[config.mk]
export PLATFORM = sky130hd
export DESIGN_NAME = source_token_scanner_core_flat
export DESIGN_NICKNAME = d
export VERILOG_FILES = /design/src/hdl/stsc_pkg.sv /design/src/hdl/stsc_ifs.sv /design/src/hdl/stsc_out_fifo.sv /design/src/hdl/source_token_scanner_core.sv /design/src/flat_wrapper.sv
export SDC_FILE = /design/constraint.sdc
export NUM_CORES = 1
export LEC_CHECK = 0
export BUFFER_PORTS_ARGS = -buffer_cell sky130_fd_sc_hd__buf_2
export CAP_MARGIN = 30
export CORE_UTILIZATION = 64
export CTS_CLUSTER_DIAMETER = 50
export DETAILED_ROUTE_END_ITERATION = 10
export PLACE_DENSITY = 0.84
export SLEW_MARGIN = 5
export SYNTH_ARGS = -nofsm -noshare
export SYNTH_HDL_FRONTEND = slang
export SYNTH_HIERARCHICAL = 1
export SYNTH_SLANG_ARGS = --single-unit
[constraint.sdc]
create_clock -name i_clk -period 9.1 [get_ports i_clk]
set_input_delay 0.455 -clock i_clk [delete_from_list [all_inputs] [get_ports i_clk]]
set_output_delay 0.455 -clock i_clk [all_outputs]
set_load 0.1 [all_outputs]
[src/hdl/stsc_pkg.sv]
// Shared types, token codes and character tables for the source token scanner.
`default_nettype none

package stsc_pkg;

    localparam int POSITION_BITS = 16;
    localparam int CHAR_W        = 8;
    localparam int KIND_W        = 5;
    localparam int OFFSET_W      = 16;
    localparam int LENGTH_W      = 16;
    localparam int QUEUE_DEPTH   = 4;
    localparam int KW_COUNT      = 4;
    localparam int KW_MAX_LEN    = 6;

    typedef logic [KIND_W-1:0]        t_kind;
    typedef logic [CHAR_W-1:0]        t_char;
    typedef logic [OFFSET_W-1:0]      t_offset;
    typedef logic [LENGTH_W-1:0]      t_length;
    typedef logic [POSITION_BITS-1:0] t_pos;

    localparam t_kind K_EOF     = KIND_W'(0);
    localparam t_kind K_ID      = KIND_W'(1);
    localparam t_kind K_KW_BASE = KIND_W'(2);
    localparam t_kind K_INT     = KIND_W'(6);
    localparam t_kind K_FLOAT   = KIND_W'(7);
    localparam t_kind K_STRING  = KIND_W'(8);
    localparam t_kind K_CHAR    = KIND_W'(9);
    localparam t_kind K_OP_BASE = KIND_W'(10);
    localparam t_kind K_ERROR   = KIND_W'(25);

    localparam t_length LEN_MAX = '1;

    localparam t_char CH_SPACE  = 8'h20;
    localparam t_char CH_DOT    = 8'h2E;
    localparam t_char CH_DQUOTE = 8'h22;
    localparam t_char CH_SQUOTE = 8'h27;

    // Keyword text, first byte in the top byte: int, float, char, string.
    localparam logic [8*KW_MAX_LEN-1:0] KW_TEXT [KW_COUNT] = '{
        48'h696E74000000,
        48'h666C6F617400,
        48'h636861720000,
        48'h737472696E67
    };
    localparam logic [2:0] KW_LEN [KW_COUNT] = '{3'd3, 3'd5, 3'd4, 3'd6};

    typedef struct packed {
        t_kind   kind;
        t_offset start;
        t_length length;
        logic    last;
    } t_token;

    // Up to two tokens from one input item; t1 is only valid with t0.
    typedef struct packed {
        logic   v0;
        logic   v1;
        t_token t0;
        t_token t1;
    } t_results;

    function automatic logic is_letter(input t_char c);
        return (c >= 8'h61 && c <= 8'h7A) || (c >= 8'h41 && c <= 8'h5A);
    endfunction

    function automatic logic is_digit(input t_char c);
        return c >= 8'h30 && c <= 8'h39;
    endfunction

    // Byte idx of keyword k; idx must be below the keyword's length.
    function automatic t_char kw_char(input logic [1:0] k, input logic [2:0] idx);
        logic [8*KW_MAX_LEN-1:0] row;
        row = KW_TEXT[k];
        return row[8*(KW_MAX_LEN-1-int'(idx)) +: 8];
    endfunction

    function automatic logic is_op(input t_char c);
        logic hit;
        unique case (c)
            8'h3D, 8'h2B, 8'h2D, 8'h2A, 8'h2F, 8'h25, 8'h5E, 8'h3B,
            8'h3A, 8'h28, 8'h29, 8'h7B, 8'h7D, 8'h2C, 8'h2E: hit = 1'b1;
            default: hit = 1'b0;
        endcase
        return hit;
    endfunction

    function automatic t_kind op_kind(input t_char c);
        logic [3:0] idx;
        unique case (c)
            8'h3D:   idx = 4'd0;
            8'h2B:   idx = 4'd1;
            8'h2D:   idx = 4'd2;
            8'h2A:   idx = 4'd3;
            8'h2F:   idx = 4'd4;
            8'h25:   idx = 4'd5;
            8'h5E:   idx = 4'd6;
            8'h3B:   idx = 4'd7;
            8'h3A:   idx = 4'd8;
            8'h28:   idx = 4'd9;
            8'h29:   idx = 4'd10;
            8'h7B:   idx = 4'd11;
            8'h7D:   idx = 4'd12;
            8'h2C:   idx = 4'd13;
            default: idx = 4'd14;
        endcase
        return K_OP_BASE + KIND_W'(idx);
    endfunction

endpackage

`default_nettype wire

[src/hdl/stsc_ifs.sv]
// Valid/ready channel interfaces for source bytes and tokens.
`default_nettype none

interface stsc_char_if;
    logic                  valid;
    logic                  ready;
    stsc_pkg::t_char       char_code;
    logic                  end_of_text;

    modport source (output valid, output char_code, output end_of_text, input ready);
    modport sink   (input valid, input char_code, input end_of_text, output ready);
endinterface

interface stsc_token_if;
    logic                  valid;
    logic                  ready;
    stsc_pkg::t_kind       token_kind;
    stsc_pkg::t_offset     start_offset;
    stsc_pkg::t_length     token_length;
    logic                  last_of_run;

    modport source (output valid, output token_kind, output start_offset,
                    output token_length, output last_of_run, input ready);
    modport sink   (input valid, input token_kind, input start_offset,
                    input token_length, input last_of_run, output ready);
endinterface

`default_nettype wire

[src/hdl/stsc_out_fifo.sv]
// Small token queue: takes up to two tokens a cycle, delivers one when the reader is ready.
`default_nettype none

module stsc_out_fifo (
    input  wire logic              i_clk,
    input  wire logic              i_rst_n,
    input  wire stsc_pkg::t_results i_res,
    output logic                   o_room,
    stsc_token_if.source           o_token
);

    localparam int PTR_W = $clog2(stsc_pkg::QUEUE_DEPTH);
    localparam int CNT_W = $clog2(stsc_pkg::QUEUE_DEPTH + 1);

    stsc_pkg::t_token r_mem [stsc_pkg::QUEUE_DEPTH];
    logic [PTR_W-1:0] r_wr_ptr, r_rd_ptr;
    logic [CNT_W-1:0] r_count;
    logic [CNT_W-1:0] n_push;
    logic             pop;
    stsc_pkg::t_token head;

    assign n_push = CNT_W'(i_res.v0) + CNT_W'(i_res.v1);
    assign pop    = o_token.valid && o_token.ready;
    assign o_room = r_count <= CNT_W'(stsc_pkg::QUEUE_DEPTH - 2);

    always_ff @(posedge i_clk) begin
        if (i_res.v0) begin
            r_mem[r_wr_ptr] <= i_res.t0;
        end
        if (i_res.v1) begin
            r_mem[r_wr_ptr + PTR_W'(1)] <= i_res.t1;
        end
    end

    always_ff @(posedge i_clk) begin
        if (!i_rst_n) begin
            r_wr_ptr <= '0;
            r_rd_ptr <= '0;
            r_count  <= '0;
        end else begin
            r_wr_ptr <= r_wr_ptr + PTR_W'(n_push);
            r_rd_ptr <= r_rd_ptr + PTR_W'(pop);
            r_count  <= r_count + n_push - CNT_W'(pop);
        end
    end

    assign head                 = r_mem[r_rd_ptr];
    assign o_token.valid        = r_count != '0;
    assign o_token.token_kind   = head.kind;
    assign o_token.start_offset = head.start;
    assign o_token.token_length = head.length;
    assign o_token.last_of_run  = head.last;

    a_count_bound: assert property (@(posedge i_clk) disable iff (!i_rst_n)
        r_count <= CNT_W'(stsc_pkg::QUEUE_DEPTH))
        else $error("token queue count out of range");

    a_no_overflow: assert property (@(posedge i_clk) disable iff (!i_rst_n)
        i_res.v0 |-> r_count <= CNT_W'(stsc_pkg::QUEUE_DEPTH - 2))
        else $error("tokens pushed without room");

    a_second_needs_first: assert property (@(posedge i_clk) disable iff (!i_rst_n)
        i_res.v1 |-> i_res.v0)
        else $error("second token without first");

    a_count_track: assert property (@(posedge i_clk) disable iff (!i_rst_n)
        ##1 $past(i_rst_n) |->
        r_count == $past(r_count) + $past(n_push) - CNT_W'($past(pop)))
        else $error("token queue count mismatch");

endmodule

`default_nettype wire

[src/hdl/source_token_scanner_core.sv]
// Source token scanner top level: per-byte scan state and token emission.
// Tokens of an accepted item are registered into the output queue as it is accepted.
// Throughput: one item per cycle while items give at most one token each and
// tokens are taken as they come; the output port delivers one token a cycle.
// Input is held off while the four-entry token queue has room for fewer than two.
// Reset (synchronous, active low) clears scan state, position and the queue.
`default_nettype none

module source_token_scanner_core (
    input  wire logic    i_clk,
    input  wire logic    i_rst_n,
    stsc_char_if.sink    i_char,
    stsc_token_if.source o_token
);

    typedef enum logic [2:0] {
        PH_IDLE, PH_IDENT, PH_INT, PH_FRAC,
        PH_STRING, PH_CHAR_BODY, PH_CHAR_CLOSE, PH_DEAD
    } t_phase;

    t_phase                r_phase, n_phase;
    stsc_pkg::t_pos        r_pos, n_pos;
    stsc_pkg::t_pos        r_start, n_start;
    stsc_pkg::t_length     r_len, n_len;
    logic [stsc_pkg::KW_COUNT-1:0] r_kw, n_kw;

    logic                  room;
    logic                  accept;
    stsc_pkg::t_char       c;
    stsc_pkg::t_length     len_inc;
    logic [stsc_pkg::KW_COUNT-1:0] kw_match;
    logic [stsc_pkg::KW_COUNT-1:0] kw_first;
    stsc_pkg::t_kind       id_kind;
    logic                  e0_v, e1_v, run_scan;
    stsc_pkg::t_token      e0, e1;
    stsc_pkg::t_results    res;

    function automatic stsc_pkg::t_offset to_offset(input stsc_pkg::t_pos p);
        logic [31:0] w;
        w = 32'(p);
        return w[stsc_pkg::OFFSET_W-1:0];
    endfunction

    function automatic stsc_pkg::t_token mk_tok(input stsc_pkg::t_kind k,
                                                input stsc_pkg::t_pos s,
                                                input stsc_pkg::t_length l);
        stsc_pkg::t_token t;
        t.kind   = k;
        t.start  = to_offset(s);
        t.length = l;
        t.last   = 1'b0;
        return t;
    endfunction

    assign accept       = i_char.valid && i_char.ready;
    assign i_char.ready = room;
    assign c            = i_char.char_code;
    assign len_inc      = (r_len == stsc_pkg::LEN_MAX) ? r_len
                                                       : r_len + stsc_pkg::LENGTH_W'(1);

    // Keyword candidate filtering at byte index r_len, and identifier kind.
    always_comb begin
        for (int k = 0; k < stsc_pkg::KW_COUNT; k++) begin
            kw_match[k] = (r_len < stsc_pkg::LENGTH_W'(stsc_pkg::KW_LEN[k])) &&
                          (stsc_pkg::kw_char(2'(k), r_len[2:0]) == c);
            kw_first[k] = stsc_pkg::kw_char(2'(k), 3'd0) == c;
        end
        id_kind = stsc_pkg::K_ID;
        for (int k = stsc_pkg::KW_COUNT - 1; k >= 0; k--) begin
            if (r_kw[k] && r_len == stsc_pkg::LENGTH_W'(stsc_pkg::KW_LEN[k])) begin
                id_kind = stsc_pkg::K_KW_BASE + stsc_pkg::KIND_W'(k);
            end
        end
    end

    always_comb begin
        n_phase  = r_phase;
        n_pos    = r_pos;
        n_start  = r_start;
        n_len    = r_len;
        n_kw     = r_kw;
        e0_v     = 1'b0;
        e1_v     = 1'b0;
        e0       = mk_tok(stsc_pkg::K_EOF, r_pos, '0);
        e1       = e0;
        run_scan = 1'b0;

        if (i_char.end_of_text) begin
            // Flush the pending token, then end-of-file; back to reset state.
            unique case (r_phase)
                PH_IDENT: begin
                    e0_v = 1'b1;
                    e0   = mk_tok(id_kind, r_start, r_len);
                end
                PH_INT: begin
                    e0_v = 1'b1;
                    e0   = mk_tok(stsc_pkg::K_INT, r_start, r_len);
                end
                PH_FRAC: begin
                    e0_v = 1'b1;
                    e0   = mk_tok(stsc_pkg::K_FLOAT, r_start, r_len);
                end
                PH_STRING, PH_CHAR_BODY, PH_CHAR_CLOSE: begin
                    e0_v = 1'b1;
                    e0   = mk_tok(stsc_pkg::K_ERROR, r_start, r_len);
                end
                default: ;
            endcase
            e1_v    = 1'b1;
            e1      = mk_tok(stsc_pkg::K_EOF, r_pos, '0);
            n_phase = PH_IDLE;
            n_pos   = '0;
            n_start = '0;
            n_len   = '0;
            n_kw    = '1;
        end else begin
            n_pos = r_pos + stsc_pkg::POSITION_BITS'(1);
            unique case (r_phase)
                PH_IDLE: run_scan = 1'b1;
                PH_IDENT: begin
                    if (stsc_pkg::is_letter(c) || stsc_pkg::is_digit(c)) begin
                        n_kw  = r_kw & kw_match;
                        n_len = len_inc;
                    end else begin
                        e0_v     = 1'b1;
                        e0       = mk_tok(id_kind, r_start, r_len);
                        n_phase  = PH_IDLE;
                        run_scan = 1'b1;
                    end
                end
                PH_INT: begin
                    if (stsc_pkg::is_digit(c)) begin
                        n_len = len_inc;
                    end else if (c == stsc_pkg::CH_DOT) begin
                        n_len   = len_inc;
                        n_phase = PH_FRAC;
                    end else begin
                        e0_v     = 1'b1;
                        e0       = mk_tok(stsc_pkg::K_INT, r_start, r_len);
                        n_phase  = PH_IDLE;
                        run_scan = 1'b1;
                    end
                end
                PH_FRAC: begin
                    if (stsc_pkg::is_digit(c)) begin
                        n_len = len_inc;
                    end else begin
                        e0_v     = 1'b1;
                        e0       = mk_tok(stsc_pkg::K_FLOAT, r_start, r_len);
                        n_phase  = PH_IDLE;
                        run_scan = 1'b1;
                    end
                end
                PH_STRING: begin
                    // Closing quote is consumed; nothing rescanned.
                    if (c == stsc_pkg::CH_DQUOTE) begin
                        e0_v    = 1'b1;
                        e0      = mk_tok(stsc_pkg::K_STRING, r_start, r_len);
                        n_phase = PH_IDLE;
                    end else begin
                        n_len = len_inc;
                    end
                end
                PH_CHAR_BODY: begin
                    n_start = r_pos;
                    n_len   = stsc_pkg::LENGTH_W'(1);
                    n_phase = PH_CHAR_CLOSE;
                end
                PH_CHAR_CLOSE: begin
                    if (c == stsc_pkg::CH_SQUOTE) begin
                        e0_v    = 1'b1;
                        e0      = mk_tok(stsc_pkg::K_CHAR, r_start, r_len);
                        n_phase = PH_IDLE;
                    end else begin
                        e0_v    = 1'b1;
                        e0      = mk_tok(stsc_pkg::K_ERROR, r_start, r_len);
                        n_phase = PH_DEAD;
                    end
                end
                PH_DEAD: ;
            endcase

            if (run_scan) begin
                priority if (stsc_pkg::is_letter(c)) begin
                    n_start = r_pos;
                    n_len   = stsc_pkg::LENGTH_W'(1);
                    n_kw    = kw_first;
                    n_phase = PH_IDENT;
                end else if (stsc_pkg::is_digit(c)) begin
                    n_start = r_pos;
                    n_len   = stsc_pkg::LENGTH_W'(1);
                    n_phase = PH_INT;
                end else if (c == stsc_pkg::CH_DQUOTE) begin
                    n_start = r_pos + stsc_pkg::POSITION_BITS'(1);
                    n_len   = '0;
                    n_phase = PH_STRING;
                end else if (c == stsc_pkg::CH_SQUOTE) begin
                    n_start = r_pos + stsc_pkg::POSITION_BITS'(1);
                    n_len   = '0;
                    n_phase = PH_CHAR_BODY;
                end else if (stsc_pkg::is_op(c)) begin
                    e1_v = 1'b1;
                    e1   = mk_tok(stsc_pkg::op_kind(c), r_pos, stsc_pkg::LENGTH_W'(1));
                end else begin
                    // Space, newline and unknown bytes are skipped.
                end
            end
        end
    end

    // Pack the tokens into the queue's first slots and mark the last one.
    always_comb begin
        res.v0 = accept && (e0_v || e1_v);
        res.v1 = accept && e0_v && e1_v;
        res.t0 = e0_v ? e0 : e1;
        res.t1 = e1;
        res.t0.last = !(e0_v && e1_v);
        res.t1.last = 1'b1;
    end

    always_ff @(posedge i_clk) begin
        if (!i_rst_n) begin
            r_phase <= PH_IDLE;
            r_pos   <= '0;
            r_start <= '0;
            r_len   <= '0;
            r_kw    <= '1;
        end else if (accept) begin
            r_phase <= n_phase;
            r_pos   <= n_pos;
            r_start <= n_start;
            r_len   <= n_len;
            r_kw    <= n_kw;
        end
    end

    stsc_out_fifo u_out_fifo (
        .i_clk   (i_clk),
        .i_rst_n (i_rst_n),
        .i_res   (res),
        .o_room  (room),
        .o_token (o_token)
    );

    a_eot_ends_with_eof: assert property (@(posedge i_clk) disable iff (!i_rst_n)
        (accept && i_char.end_of_text) |->
        (res.v0 && (res.v1 ? res.t1.kind : res.t0.kind) == stsc_pkg::K_EOF))
        else $error("end of text without end-of-file token");

    a_eot_resets_pos: assert property (@(posedge i_clk) disable iff (!i_rst_n)
        (accept && i_char.end_of_text) |=> (r_pos == '0 && r_phase == PH_IDLE))
        else $error("scanner not back to start after end of text");

    a_dead_silent: assert property (@(posedge i_clk) disable iff (!i_rst_n)
        (accept && r_phase == PH_DEAD && !i_char.end_of_text) |-> !res.v0)
        else $error("token emitted after error");

endmodule

`default_nettype wire
[src/flat_wrapper.sv]
// flat-port wrapper written by rule: the top's interface ports become plain ports
module source_token_scanner_core_flat 
  (i_clk, i_rst_n, i_char_valid, i_char_char_code, i_char_end_of_text, i_char_ready, o_token_valid, o_token_token_kind, o_token_start_offset, o_token_token_length, o_token_last_of_run, o_token_ready);
  stsc_char_if i_char_i ();
  stsc_token_if o_token_i ();
  input  wire logic i_clk;
  input  wire logic i_rst_n;
  input wire logic [$bits(i_char_i.valid)-1:0] i_char_valid;
  input wire logic [$bits(i_char_i.char_code)-1:0] i_char_char_code;
  input wire logic [$bits(i_char_i.end_of_text)-1:0] i_char_end_of_text;
  output wire logic [$bits(i_char_i.ready)-1:0] i_char_ready;
  output wire logic [$bits(o_token_i.valid)-1:0] o_token_valid;
  output wire logic [$bits(o_token_i.token_kind)-1:0] o_token_token_kind;
  output wire logic [$bits(o_token_i.start_offset)-1:0] o_token_start_offset;
  output wire logic [$bits(o_token_i.token_length)-1:0] o_token_token_length;
  output wire logic [$bits(o_token_i.last_of_run)-1:0] o_token_last_of_run;
  input wire logic [$bits(o_token_i.ready)-1:0] o_token_ready;
  assign i_char_i.valid = i_char_valid;
  assign i_char_i.char_code = i_char_char_code;
  assign i_char_i.end_of_text = i_char_end_of_text;
  assign i_char_ready = i_char_i.ready;
  assign o_token_valid = o_token_i.valid;
  assign o_token_token_kind = o_token_i.token_kind;
  assign o_token_start_offset = o_token_i.start_offset;
  assign o_token_token_length = o_token_i.token_length;
  assign o_token_last_of_run = o_token_i.last_of_run;
  assign o_token_i.ready = o_token_ready;
  source_token_scanner_core u_core (.i_clk(i_clk), .i_rst_n(i_rst_n), .i_char(i_char_i), .o_token(o_token_i));
endmodule
==> results by group, run 1 <==
Worst setup path
  • Critical path type: in -> reg
  • Crit path max-delay family: simple AND/OR/NAND/NOR gates
  • Critical Path End Type: flop
  • Worst path slowest cell: nor3b_4
  • Worst path max stage delay: 0.88 ns
  • Crit path cell chain: buf_2, o21ai_0, nand3_1, o21ai_0, a221o_1, and2_1, a211oi_1, nor3b_4, buf_4, mux2_2
  • Worst-path maximum fanout: 27
  • CP arrival: 4.99 ns
  • Top cell by count, worst path: o21ai_0
  • Buf/Inv on CP: 2
  • WP data required: 9.39 ns
  • Type of origin of the critical path: input pin

Clock network
  • Clock sink total: 214
  • Worst-path clk slew: 0.06 ns
  • Longest Clk Path Bufs: 3
  • Setup Buffers After CTS: 0
  • Worst-skew pair later-pin latency: 0.54 ns
  • Clock root cell: clkbuf_16
  • # resized after CTS: 0
  • CTS H-tree depth: 1
  • CTS tree: built
  • CTS Buf Count: 26
  • Hold_buf cts: 0

GRT
  • Wire length of the first global-routing pass: 56.92 mm
  • Met1 usage: 44.98%
  • Largest net degree at the start of global routing: 42
  • GRT Overall Usage: 33.62%
  • Initial antenna violation count: 0
  • Overflow after GRT: 0
  • GRT met2 Usage: 54.95%
  • GR Layer Usage met3: 4.563%
  • GR peak layer: met2
  • Vias in the first global route: 10450

Final layout
  • Ratio of cells with drive above 1 in the final layout: 25.47%
  • Fin nets: 1296
  • Area Overhead vs Synth: 10.59%
  • Filler instances: 1318
  • Inserted Diodes: 0

Detailed routing
  • Drt wl/cell: 23.19 um
  • DR DRC count: 0
  • DR iter-0 viols: 1592
  • Vias per Instance: 6.875
  • Total Wirelength: 36.12 mm
  • Pre-antenna DRT Iters: 6
  • DR vias: 10710
  • Final ANT Viol Nets: 0

Power and ir drop
  • Maximum vdd ir drop: 0.1348 mV
  • Leakage power: 5.436 nW
  • Pwr dens: 212.0 nW/um^2

Die
  • Core area: 20360 sq um
  • IO Count: 53
  • Row count: 52
  • Die X-Extent: 146.6 um
  • Die Y: 146.6 um
  • Initial Utilization: 65.70%
  • Die area: 21490 sq um

Timing
  • Slew headroom: 30.18%
  • Worst hold margin: 0.2680 ns
  • RSZ-0062 raised after global routing: no
  • Final period util: 51.57%
  • Worst Tran Pin Value: 1.043 ns
  • Fmax: 213.1 MHz
  • Setup_tns: 0 ns
  • Period minus WS final: 4.693 ns
  • Fin. max-slew vios: 0
  • Final Skew: 0.02863 ns
  • Hold Fails Final Rpt: 0
  • Final setup vio count: 0

Logic synthesis
  • Warnings, synthesis: 6
  • Post-Syn Instances: 1205
  • Top-count cell post-synth: edfxtp_1
  • Post-synth ARST share: 0%
  • Post-synth EDFFs: 152
  • Yosys cell types: 87
  • Yosys top cell by area: edfxtp_1
  • Sequential area share after synthesis: 43.39%
  • Synth area leaders: edfxtp_1 (34%), dfxtp_1 (9.3%), mux2_2 (9.2%), mux4_2 (6.4%), mux2_4 (4.3%)
  • Synth Flop Type: edfxtp_1
  • Synth Register Bits: 214
  • Post-synth top area share: 34.11%
  • Commonest cells post-synth: edfxtp_1 (152), mux2_2 (109), o21ai_0 (73), nor2_1 (70), nand2_1 (65)
  • Syn Std Cell Area: 13380 sq um
  • Synth Area per Inst: 11.10 sq um

Run status
  • Status: complete, no violations

Placement
  • IO buf count: 52
  • GPL Wtd Cong: 0.9612
  • Hpwl dp: 23.03 mm

Flow run
  • Maxcap violations: 0

Hold path
  • Hold WC Path Type: in -> reg
-- logic make-up (layout without fill, tap and decap cells) --
family / after synthesis / after routing / share of synthesized area (%)
and+or+nand+nor: 326 / 326 / 12.89
AOI/OAI and AO/OA: 297 / 297 / 14.74
DFF: 214 / 214 / 43.39
muxes: 213 / 213 / 22.12
buffers and inverters: 125 / 146 / 4.302
adders and majority gates: 15 / 15 / 1.459
xor gates and xnor gates: 13 / 13 / 1.057
other: 2 / 64 / 0.05613
-- where the power goes --
| group | internal (W) | total, W | switching (W) |
|---|---|---|---|
| combinational | 0.000237 | 0.00101 | 0.000769 |
| sequential | 0.00110 | 0.00114 | 0.0000410 |
| clock | 0.000583 | 0.000992 | 0.000410 |
-- placed cells by master, fill, tap and decap left out, drive strengths merged, types with 13 or more instances in the layout --
cell type	Yosys	layout
a21oi	64	64
dfxtp	62	62
o21ai	74	74
mux4	38	38
inv	25	26
mux2	167	167
nand2	65	65
clkbuf	55	39
edfxtp	152	152
nor3	24	24
o211ai	14	14
conb	2	64
and3	13	13
nor2	72	72
buf	43	71
nand3	33	33
a31oi	24	24
and2	20	20
ha	14	14
nand4	21	21
-- stage by stage --
step           total power [W]  util [%]  cell area [sq um]  instances  worst slack (ns)
2_1_floorplan         0.001985         -              13610       1267             2.929
3_3_place_gp          0.002127     68.25              13900       1506             4.170
3_5_place_dp          0.002150     68.52              13950       1509             3.984
4_1_cts               0.003140     72.63              14790       1557             4.524
5_1_grt               0.003222     72.66              14800       1558             4.213
6_report              0.003137     72.66              14800       1558             4.407
-- area by class of cell --
| class | count | area (sq um) | share of cell area [%] |
|---|---|---|---|
| well taps | 270 | 337.8 | 2.283 |
| clock inverters | 9 | 77.57 | 0.5243 |
| flip-flops and latches | 214 | 5808 | 39.25 |
| inverters | 27 | 103.9 | 0.7018 |
| repair buffers | 71 | 432.9 | 2.926 |
| clock buffers | 39 | 760.7 | 5.141 |
| multi-input cells | 928 | 7276 | 49.17 |
-- tightest hold or removal path, cell delays in order --
cell,delay [ns]
buf_2,0.11
o311ai_0,0.12
mux2i_1,0.09
-- per-layer routing --
layer  share of wire [%]  up-vias  wire [um]
met1                  39     5175      14200
met3                 9.3       99       3373
li1                    -     4752          -
met5                   0        -          0
met4                 3.3        0       1208
met2                  48      686      17340
-- final timing paths --
kind | startpoint | to | slack (ns) | cells past startpoint
setup / recovery | i_char_char_code[1] | u_core/u_out_fifo/r_mem[1][12]$_DFFE_PP_ | 4.41 | 10
hold / removal | o_token_ready | u_core/u_out_fifo/r_rd_ptr[1]$_SDFF_PN0_ | 0.27 | 3
setup reg to reg | u_core/r_phase[1]$_SDFFE_PN0P_ | u_core/u_out_fifo/r_mem[1][12]$_DFFE_PP_ | 4.43 | 7
hold reg to reg | u_core/r_start[1]$_SDFFE_PN0P_ | u_core/r_start[1]$_SDFFE_PN0P_ | 0.48 | 1
-- sequential cells by signal, summed over array words and instances, names as in the netlist --
signal and flops:
u_core/u_out_fifo/r_mem 152, u_core/r_start 16, u_core/r_pos 16, u_core/r_len 16, u_core/u_out_fifo/r_rd_ptr 2, u_core/r_phase 3
u_core/u_out_fifo/r_wr_ptr 2, u_core/u_out_fifo/r_count 3, u_core/r_kw 4
Note: power is estimated with default switching activity, not from simulation.
==> run 2: changes to the inputs <==
--- a/config.mk
+++ b/config.mk
@@ -7,10 +7,10 @@
 export LEC_CHECK = 0
 export BUFFER_PORTS_ARGS = -buffer_cell sky130_fd_sc_hd__buf_2
 export CAP_MARGIN = 30
-export CORE_UTILIZATION = 64
+export CORE_UTILIZATION = 63
 export CTS_CLUSTER_DIAMETER = 50
 export DETAILED_ROUTE_END_ITERATION = 10
-export PLACE_DENSITY = 0.84
+export PLACE_DENSITY = 0.83
 export SLEW_MARGIN = 5
 export SYNTH_ARGS = -nofsm -noshare
 export SYNTH_HDL_FRONTEND = slang
==> constraint.sdc (replaced) <==
create_clock -name i_clk -period 4.6 [get_ports i_clk]
set_input_delay 0.23 -clock i_clk [delete_from_list [all_inputs] [get_ports i_clk]]
set_output_delay 0.23 -clock i_clk [all_outputs]
set_load 0.1 [all_outputs]
==> run 2 against run 1 <==
Effect of this change: die area increased by 1.6%; clock power up 82%; power rose by 93%; core utilization barely moved; global-route usage rose by 0.24 points; sequential share of layout area fell by 0.24 points; flip-flop and latch count is the same; routed wire length up 1.6%; critical path depth up 2; critical endpoint is now u_core/u_out_fifo/r_count[2]$_SDFF_PN0_.
==> results by group, run 2 (synthesized netlist as in run 1, its figures left out) <==
Run status
  • Status: complete, no violations

Final layout
  • Max reg flops: 152 (unchanged)
  • Most frequent cells in the layout: edfxtp_1 (152), mux2_2 (109), o21ai_0 (71)
  • Inserted Diodes: 0 (unchanged)
  • Top reg by flops: u_core/u_out_fifo/r_mem
  • Fin nets: 1311 (+1.2%)
  • Ratio of cells with drive above 1 in the final layout: 26.29% (+0.82 points)
  • Most common cell after layout, fill and taps aside: edfxtp_1
  • Area Overhead vs Synth: 11.28%

GRT
  • GRT Overall Usage: 33.86% (+0.24 points)
  • Vias in the first global route: 10410 (-0.36%)
  • Largest net degree at the start of global routing: 39 (-7.1%)
  • Initial antenna violation count: 0 (unchanged)
  • Overflow after GRT: 0 (unchanged)
  • Wire length of the first global-routing pass: 57.73 mm (+1.4%)

Die
  • IO Count: 53 (unchanged)
  • Die Y: 147.7 um (+0.78%)
  • Die area: 21830 sq um (+1.6%)
  • Die X-Extent: 147.7 um (+0.78%)
  • Core area: 20490 sq um (+0.64%)
  • Initial Utilization: 65.29% (-0.42 points)
  • Row count: 52 (unchanged)

Detailed routing
  • Pre-antenna DRT Iters: 6 (unchanged)
  • Drt wl/cell: 23.36 um (+0.74%)
  • DR DRC count: 0 (unchanged)
  • Vias per Instance: 6.838 (-0.54%)
  • DR iter-0 viols: 1681 (+5.6%)
  • DR vias: 10740 (+0.29%)
  • Total Wirelength: 36.69 mm (+1.6%)
  • Final ANT Viol Nets: 0 (unchanged)

Timing
  • Period minus WS final: 3.597 ns
  • Worst Tran Pin Value: 1.020 ns (-0.02386 ns)
  • Final period util: 78.20%
  • Fin. max-slew vios: 0 (unchanged)
  • Final setup vio count: 0 (unchanged)
  • Final Skew: 0.02040 ns (-0.008230 ns)
  • Setup_tns: 0 ns (unchanged)
  • Fmax: 278.0 MHz
  • Final setup margin: 1.003 ns (-3.404 ns)
  • Hold Fails Final Rpt: 0 (unchanged)
  • RSZ-0062 raised after global routing: no
  • Slew headroom: 31.78% (+1.6 points)

Clock network
  • CTS H-tree depth: 1 (unchanged)
  • Worst-path clk slew: 0.06 ns (about the same)
  • CTS Buf Count: 24 (-7.7%)
  • Clock sink total: 214 (unchanged)
  • Hold_buf cts: 0 (unchanged)
  • Longest Clk Path Bufs: 3 (unchanged)
  • Setup Buffers After CTS: 0 (unchanged)
  • CTS tree: built
  • Worst-skew pair later-pin latency: 0.52 ns (-0.02 ns)
  • Clock root cell: clkbuf_16
  • # resized after CTS: 0 (unchanged)

Worst setup path
  • Worst path max stage delay: 0.64 ns (-0.24 ns)
  • Crit path max-delay family: adder cells
  • Type of origin of the critical path: flop
  • Critical Path End Type: flop
  • WP data required: 5.06 ns (-4.33 ns)
  • Buf/Inv on CP: 2 (unchanged)
  • Worst-path maximum fanout: 14 (-48%)
  • CP arrival: 4.05 ns (-0.94 ns)
  • Critical path type: reg -> reg
  • Critical path depth: 12 (+2)
  • Worst path slowest cell: dfxtp_1
  • FF-to-FF path depth: 12 (+5)
  • Crit path cell chain: buf_4, o21ai_0, a221o_1, and2_1, a211oi_1, buf_4, ha_1, xnor2_1, ha_1, fa_1, xnor3_1, nor2b_1

Placement
  • Pre-CTS setup slack: 0.6619 ns (-3.322 ns)
  • IO buf count: 52 (unchanged)
  • GPL Wtd Cong: 1.001 (+4.1%)
  • Hpwl dp: 23.74 mm (+3.1%)

Flow run
  • Maxcap violations: 0 (unchanged)

Hold path
  • Hold WC Path Type: in -> reg
  • Hold path cells: 3 (unchanged)

Power and ir drop
  • Pwr dens: 406.9 nW/um^2 (+92%)
  • Maximum vdd ir drop: 0.3167 mV (+140%)
  • Leakage power: 5.488 nW (+0.96%)
[run 2: changes by cell type in the layout (fill, tap and decap cells not counted), sizes merged]
cell,change
buf,+17
clkinvlp,+2
bufinv,+1
clkbuf,-11
clkinv,+4
[run 2: layer usage]
metal,vias up,wire [um],global-route usage [%]
met1,5186,14620,45.45
met3,100,3248,4.136
met4,0,1074,11.19
met2,687,17750,57.17
met5,-,0,0
li1,4770,-,-
[run 2: worst register-to-register path, cell delays in order, from the launching register on]
cell      delay, ns
dfxtp_1        0.64
buf_4          0.27
o21ai_0        0.10
a221o_1        0.38
and2_1         0.18
a211oi_1       0.24
buf_4          0.21
ha_1           0.27
xnor2_1        0.15
ha_1           0.22
fa_1           0.44
xnor3_1        0.34
nor2b_1        0.11
[run 2: metrics by stage]
step / area, sq um / total power, W / hold WS, ns / cells / utilization (%)
2_1_floorplan: 13630 / 0.003926 / 0.3517 / 1267 / -
3_3_place_gp: 14110 / 0.004234 / 0.4629 / 1526 / 68.87
3_5_place_dp: 14130 / 0.004266 / 0.4656 / 1527 / 68.97
4_1_cts: 14890 / 0.006056 / 0.08385 / 1571 / 72.65
5_1_grt: 14890 / 0.006220 / 0.1100 / 1571 / 72.65
6_report: 14890 / 0.006059 / 0.09249 / 1571 / 72.65
[run 2: cell type report]
| class | instances | area (sq um) |
|---|---|---|
| clock buffers | 28 | 615.6 |
| clock inverters | 16 | 138.9 |
| fillers | 1359 | 5605 |
| inverters | 27 | 103.9 |
| multi-input cells | 928 | 7279 |
| flip-flops and latches | 214 | 5808 |
| well taps | 270 | 337.8 |
| repair buffers | 88 | 605.6 |
[run 2: where the power goes]
| part | total (W) | switching [W] | internal, W | leakage [nW] |
|---|---|---|---|---|
| sequential | 0.00226 | 0.0000915 | 0.00217 | 1.84 |
| combinational | 0.00198 | 0.00150 | 0.000482 | 3.29 |
| clock | 0.00181 | 0.000787 | 0.00103 | 0.360 |
[run 2: path summary, 6_finish.rpt]
path | startpoint | to | slack, ns
max reg2reg | u_core/r_phase[1]$_SDFFE_PN0P_ | u_core/u_out_fifo/r_count[2]$_SDFF_PN0_ | 1.00
min reg2reg | u_core/r_start[6]$_SDFFE_PN0P_ | u_core/r_start[6]$_SDFFE_PN0P_ | 0.49
max | u_core/r_phase[1]$_SDFFE_PN0P_ | u_core/u_out_fifo/r_count[2]$_SDFF_PN0_ | 1.00
min | o_token_ready | u_core/u_out_fifo/r_rd_ptr[1]$_SDFF_PN0_ | 0.09
